## config.mk

```make
export PLATFORM = sky130hd
export DESIGN_NAME = lbo_div
export DESIGN_NICKNAME = d
export VERILOG_FILES = /design/src/lbo_pkg.sv /design/src/lbo_div.sv
export SDC_FILE = /design/constraint.sdc
export NUM_CORES = 2
export LEC_CHECK = 0
export BUFFER_PORTS_ARGS = -buffer_cell sky130_fd_sc_hd__buf_2
export CORE_UTILIZATION = 69
export CTS_CLUSTER_SIZE = 24
export DETAILED_ROUTE_END_ITERATION = 10
export GPL_ROUTABILITY_DRIVEN = 0
export GPL_TIMING_DRIVEN = 0
export PLACE_DENSITY = 0.85
export REMOVE_ABC_BUFFERS = 1
export SLEW_MARGIN = 5
export SYNTH_ARGS = -nofsm -noshare
export SYNTH_HDL_FRONTEND = slang
export SYNTH_MEMORY_MAX_BITS = 65536
export SYNTH_SLANG_ARGS = --single-unit
```

## constraint.sdc

```tcl
create_clock -name clk -period 10.9 [get_ports clk]
set_input_delay 0.545 -clock clk [delete_from_list [all_inputs] [get_ports clk]]
set_output_delay 0.545 -clock clk [all_outputs]
set_load 0.01 [all_outputs]
```

## src/lbo_pkg.sv

```systemverilog
// Shared constants for the line/box overlap pipeline.
// No dependencies.
`timescale 1ns / 1ps
`default_nettype none
package lbo_pkg;
  localparam int FRAC_BITS_DEF = 16;
  localparam int DIV_STEPS     = 32;
  // prep + quotient bits + sign/saturate
  localparam int DIV_LAT       = DIV_STEPS + 2;
  localparam int PROJ_LAT      = 2;
  localparam int CFG_IDX_W     = 3;

  localparam logic [CFG_IDX_W-1:0] REG_BOX_MIN_X = 3'd0;
  localparam logic [CFG_IDX_W-1:0] REG_BOX_MIN_Y = 3'd1;
  localparam logic [CFG_IDX_W-1:0] REG_BOX_MIN_Z = 3'd2;
  localparam logic [CFG_IDX_W-1:0] REG_BOX_MAX_X = 3'd3;
  localparam logic [CFG_IDX_W-1:0] REG_BOX_MAX_Y = 3'd4;
  localparam logic [CFG_IDX_W-1:0] REG_BOX_MAX_Z = 3'd5;
  localparam logic [CFG_IDX_W-1:0] REG_EPS       = 3'd6;
endpackage
`default_nettype wire

```

## src/lbo_div.sv

```systemverilog
// Pipelined saturating fixed-point divider: (num << FRAC_BITS) / den.
// One quotient bit per stage. Uses lbo_pkg.
`timescale 1ns / 1ps
`default_nettype none
module lbo_div #(
  parameter int FRAC_BITS = lbo_pkg::FRAC_BITS_DEF
) (
  input  wire logic               clk,
  input  wire logic               en,
  input  wire logic signed [32:0] num_i,
  input  wire logic signed [31:0] den_i,
  output logic signed [31:0]      q_o
);
  localparam int NW = 33 + FRAC_BITS;
  localparam int HW = NW - 32;
  localparam int ST = lbo_pkg::DIV_STEPS;

  logic signed [NW-1:0] nsh;
  logic [NW-1:0]        nabs;
  logic [31:0]          dabs;
  logic [HW-1:0]        nhi;

  logic [31:0] rem_r [0:ST];
  logic [31:0] lo_r  [0:ST];
  logic [31:0] q_r   [0:ST];
  logic [31:0] den_r [0:ST];
  logic        neg_r [0:ST];
  logic        ovf_r [0:ST];
  logic signed [31:0] q_out_r;

  always_comb begin
    nsh  = {num_i, {FRAC_BITS{1'b0}}};
    nabs = nsh[NW-1] ? NW'(-nsh) : NW'(nsh);
    dabs = den_i[31] ? 32'(-den_i) : 32'(den_i);
    nhi  = nabs[NW-1:32];
  end

  always_ff @(posedge clk) begin
    if (en) begin
      rem_r[0] <= 32'(nhi);
      lo_r[0]  <= nabs[31:0];
      q_r[0]   <= '0;
      den_r[0] <= dabs;
      neg_r[0] <= num_i[32] ^ den_i[31];
      ovf_r[0] <= 32'(nhi) >= dabs;
    end
  end

  for (genvar k = 0; k < ST; k++) begin : g_step
    logic [32:0] tr;
    logic        ge;
    always_comb begin
      tr = {rem_r[k], lo_r[k][31]};
      ge = tr >= {1'b0, den_r[k]};
    end
    always_ff @(posedge clk) begin
      if (en) begin
        rem_r[k+1] <= ge ? 32'(tr - {1'b0, den_r[k]}) : tr[31:0];
        lo_r[k+1]  <= {lo_r[k][30:0], 1'b0};
        q_r[k+1]   <= {q_r[k][30:0], ge};
        den_r[k+1] <= den_r[k];
        neg_r[k+1] <= neg_r[k];
        ovf_r[k+1] <= ovf_r[k];
      end
    end
  end

  always_ff @(posedge clk) begin
    if (en) begin
      if (neg_r[ST]) begin
        if (ovf_r[ST] || q_r[ST] > 32'h8000_0000) q_out_r <= 32'sh8000_0000;
        else                                     q_out_r <= 32'(-q_r[ST]);
      end else begin
        if (ovf_r[ST] || q_r[ST][31]) q_out_r <= 32'sh7fff_ffff;
        else                          q_out_r <= q_r[ST];
      end
    end
  end

  assign q_o = q_out_r;
endmodule
`default_nettype wire

```

==> impl_metrics.tcl <==
set metrics [dict create \
    setup-tns-final_ns 0 \
    fin_crit_ns 5.581 \
    synth.ff_latch_count 2795 \
    start_util_pct 69.42 \
    synthFlopType "edfxtp_1" \
    worst_slew_pin_slew_ns 1.394 \
    synth_area_um2 149000 \
    cp.required_ns 11.55 \
    pwr_density_cell_nw_per_um2 295.0 \
    start_kind "flop" \
    p_int_uw 30570 \
    fp.dieW_um 466.7 \
    irDropWorstVdd_mv 0.2315 \
    synth_edf_count 2795 \
    cts_buffer_depth 4 \
    cts_tree "done" \
    drt-pass1-iter-count 11 \
    ant_nets 0 \
    coreArea_um2 214600 \
    relSlewSlack_pct 4.670 \
    antenna_found_initial 12 \
    clk_latency_ns 0.96 \
    fmax_ghz 0.1792 \
    critPathCaptureType "flop" \
    drtIter0Drc 11980 \
    slowest_stage "clkinv_1" \
    comb_power_share_pct 43.8 \
    wl_per_cell_um 20.97 \
    finalWorstSetupSlack_ns 5.319 \
    synth.avg_cell_area_um2 11.74 \
    met2_usage_pct 51.64 \
    max-cap-violations 0 \
    drv_slew 0 \
    synthArstFlopShare_pct 0 \
    use_met1_pct 38.93 \
    ios 99 \
    pwr-share-clk_pct 21.0 \
    cts_setup_buffers 0 \
    grt_pass1_wl_um 530600 \
    grt_usage_pct 30.29 \
    crit_fanout 34 \
    pwr-share-seq_pct 35.2 \
    root_buffer "clkbuf_16" \
    holdWs_ns 0.07191 \
    status "finished with violations" \
    grt-ovfl-total 0 \
    path_cells "ha_1, nand2_1, nand2_1, a211oi_1, o21ai_0, a22oi_1, o21ai_0, o41ai_1, o21ai_0, a21oi_2, buf_8, clkinv_1, nor2_1, a21oi_1" \
    ys_types 96 \
    synthCells 12690 \
    path_clk_slew_ns 0.06 \
    via_count 103000 \
    remaining_drc_errors 1 \
    core.rowCount 170 \
    routed_wl_um 335700 \
    drive_above_1_share_pct 8.151 \
    grt_pass1_vias 102000 \
    busiest_layer "met2" \
    finalHoldViolCount 0 \
    area_growth_pct 9.812 \
    p_sw_uw 17700 \
    finish.utilization_pct 76.23 \
    ys_warn_count 0 \
    violations "design-rule violations" \
    pre_cts_ws_ns 5.017 \
    yosysSeqAreaShare_pct 56.34 \
    num-nets-final 14070 \
    fillCellCount 12520 \
    power.leakage_uw 0.06627 \
    cts_max_level 5 \
    dpl.hpwl_um 234900 \
    cp_common_cell "o21ai_0" \
    rsz0062_at_grt "no" \
    port_buffers 98 \
    path_class "reg2reg" \
    period_share_pct 51.20 \
    cts_resized 0 \
    grt_max_degree 184 \
    dieArea_um2 217800 \
    hold_class "in2reg" \
    cts_made_buffers 306 \
    swShare_pct 36.67 \
    die_h_um 466.7 \
    via_per_inst 6.433 \
    setup_viol 0 \
    grt_use_met3_pct 4.856 \
    max_stage_delay_ns 0.84 \
    cts.sinks 2795 \
    skew_ns 0.05910 \
    worstPathArrival_ns 6.23 \
]
power by group through the flow:
| stage | clock (µW) | sequential [µW] | combinational, µW |
|---|---|---|---|
| final | 10100 | 17000 | 21200 |
| after global routing | 10600 | 17200 | 23000 |
| after CTS | 10200 | 17000 | 20700 |
| after detailed placement | 0 | 17100 | 20300 |
| after global placement | 0 | 18000 | 18900 |
| after floorplan | 0 | 16500 | 15500 |
Yosys cell counts (28+ instances only):
cell,instances,share of area (%)
a211oi_1,50,0.25
o21ai_0,829,2.8
a21boi_0,41,0.21
ha_1,1029,8.6
nand2_1,861,2.2
clkbuf_1,235,0.59
fa_1,31,0.42
or3_1,62,0.26
nor2_1,663,1.7
mux2i_1,28,0.19
xor2_1,332,2.0
a21oi_1,995,3.3
xnor2_1,551,3.2
a31oi_1,90,0.38
nand2b_1,173,0.73
nor4_1,43,0.18
and3_1,105,0.44
o311ai_1,29,0.17
o211ai_1,35,0.18
o31a_1,28,0.16
a221oi_1,28,0.16
edfxtp_1,2795,56
nor3_1,145,0.49
inv_1,1281,3.2
nand4_1,168,0.71
nand3_1,175,0.59
nor2b_1,179,0.75
and2_1,43,0.18
o21a_1,147,0.74
o21bai_1,132,0.67
o31ai_1,82,0.41
a21o_1,473,2.4
mux2_2,393,3.0
or2_2,29,0.12
sequential cells by signal, summed over array words and instances, names as in the netlist:
signal / cells
den_r: 1024
lo_r: 136
neg_r: 33
ovf_r: 33
q_o: 32
q_r: 528
rem_r: 1009
layout by cell type (no fill, tap or decap), types with 29 or more instances in the layout:
| cell | synthesis | layout |
|---|---|---|
| ha_1 | 1029 | 1029 |
| buf_2 | 12 | 97 |
| dlygate4sd3_1 | 0 | 63 |
| and3_1 | 105 | 105 |
| o31ai_1 | 82 | 80 |
| a21oi_1 | 995 | 993 |
| inv_1 | 1281 | 1281 |
| clkinv_2 | 0 | 55 |
| xnor2_1 | 551 | 551 |
| nand2_1 | 861 | 861 |
| a21boi_0 | 41 | 41 |
| clkinv_1 | 1 | 65 |
| clkbuf_16 | 0 | 315 |
| nand4_1 | 168 | 168 |
| o21a_1 | 147 | 147 |
| nor2b_1 | 179 | 179 |
| o21bai_1 | 132 | 131 |
| clkbuf_1 | 235 | 45 |
| fa_1 | 31 | 31 |
| nor3_1 | 145 | 145 |
| o211ai_1 | 35 | 35 |
| nor4_1 | 43 | 42 |
| or2_2 | 29 | 29 |
| bufinv_16 | 0 | 30 |
| mux2_2 | 393 | 393 |
| xor2_1 | 332 | 332 |
| or3_1 | 62 | 62 |
| a211oi_1 | 50 | 49 |
| edfxtp_1 | 2795 | 2795 |
| a21o_1 | 473 | 472 |
| and2_1 | 43 | 43 |
| a31oi_1 | 90 | 86 |
| o21ai_0 | 829 | 829 |
| nand3_1 | 175 | 175 |
| nor2_1 | 663 | 662 |
| nand2b_1 | 173 | 173 |
routing by layer:
metal | up-vias | part of all wire (%)
met5 | - | 0.0080
met3 | 1059 | 7.9
met1 | 49560 | 39
li1 | 47150 | -
met4 | 4 | 3.8
met2 | 5214 | 49
path summary, 6_finish.rpt:
check / startpoint / end / slack, ns / cells after the start
setup reg to reg: rem_r[0][549] / rem_r[0][594] / 5.32 / 14
hold reg to reg: q_r[30][19] / q_r[31][20] / 0.38 / 0
setup / recovery: rem_r[0][549] / rem_r[0][594] / 5.32 / 14
hold / removal: num_i[1] / lo_r[0][17] / 0.07 / 3
what timing repair did:
item                                    4_1_cts  5_1_grt
endpoints found under the setup margin        0        0
hold buffers                                 63        0
hold endpoints to repair                    108        0
layout make-up:
class                           instances  area (µm²)  share of cell area, %
Sequential cell                      2795       83930                  51.30
Multi-Input combinational cell       8342       59480                  36.36
Clock buffer                          360        8051                  4.921
Inverter                             1283        4816                  2.944
Tap cell                             2838        3551                  2.170
Timing Repair Buffer                  214        2152                  1.315
Clock inverter                        170        1602                 0.9789
Antenna cell                            6       15.01               0.009177
critical path: cells and delay by family (launching register included):
kind | cells | cell delay (ns)
flops | 1 | 0.44
simple gates | 3 | 0.61
fa+ha+maj | 1 | 0.40
buf+inv | 2 | 1.10
compound gates | 8 | 2.70
through the flow:
stage / cells / power (µW) / area (µm²)
after floorplan: 12420 / 31990 / 147900
after global placement: 15360 / 36820 / 152000
after detailed placement: 15410 / 37390 / 153300
after CTS: 16000 / 47880 / 163600
after global routing: 16000 / 50850 / 163600
final: 16010 / 48270 / 163600
cells by family (layout without fill, tap and decap cells):
family,after synthesis,in the layout,share of synthesized area (%)
xor gates and xnor gates,883,883,5.191
DFF,2795,2795,56.34
buffers and inverters,1549,2027,3.929
and+or+nand+nor,2730,2730,8.760
adders and majority gates,1060,1060,9.058
muxes,421,421,3.159
other,0,6,0
AOI/OAI and AO/OA,3248,3248,13.57
Note: power is estimated with default switching activity, not from simulation.
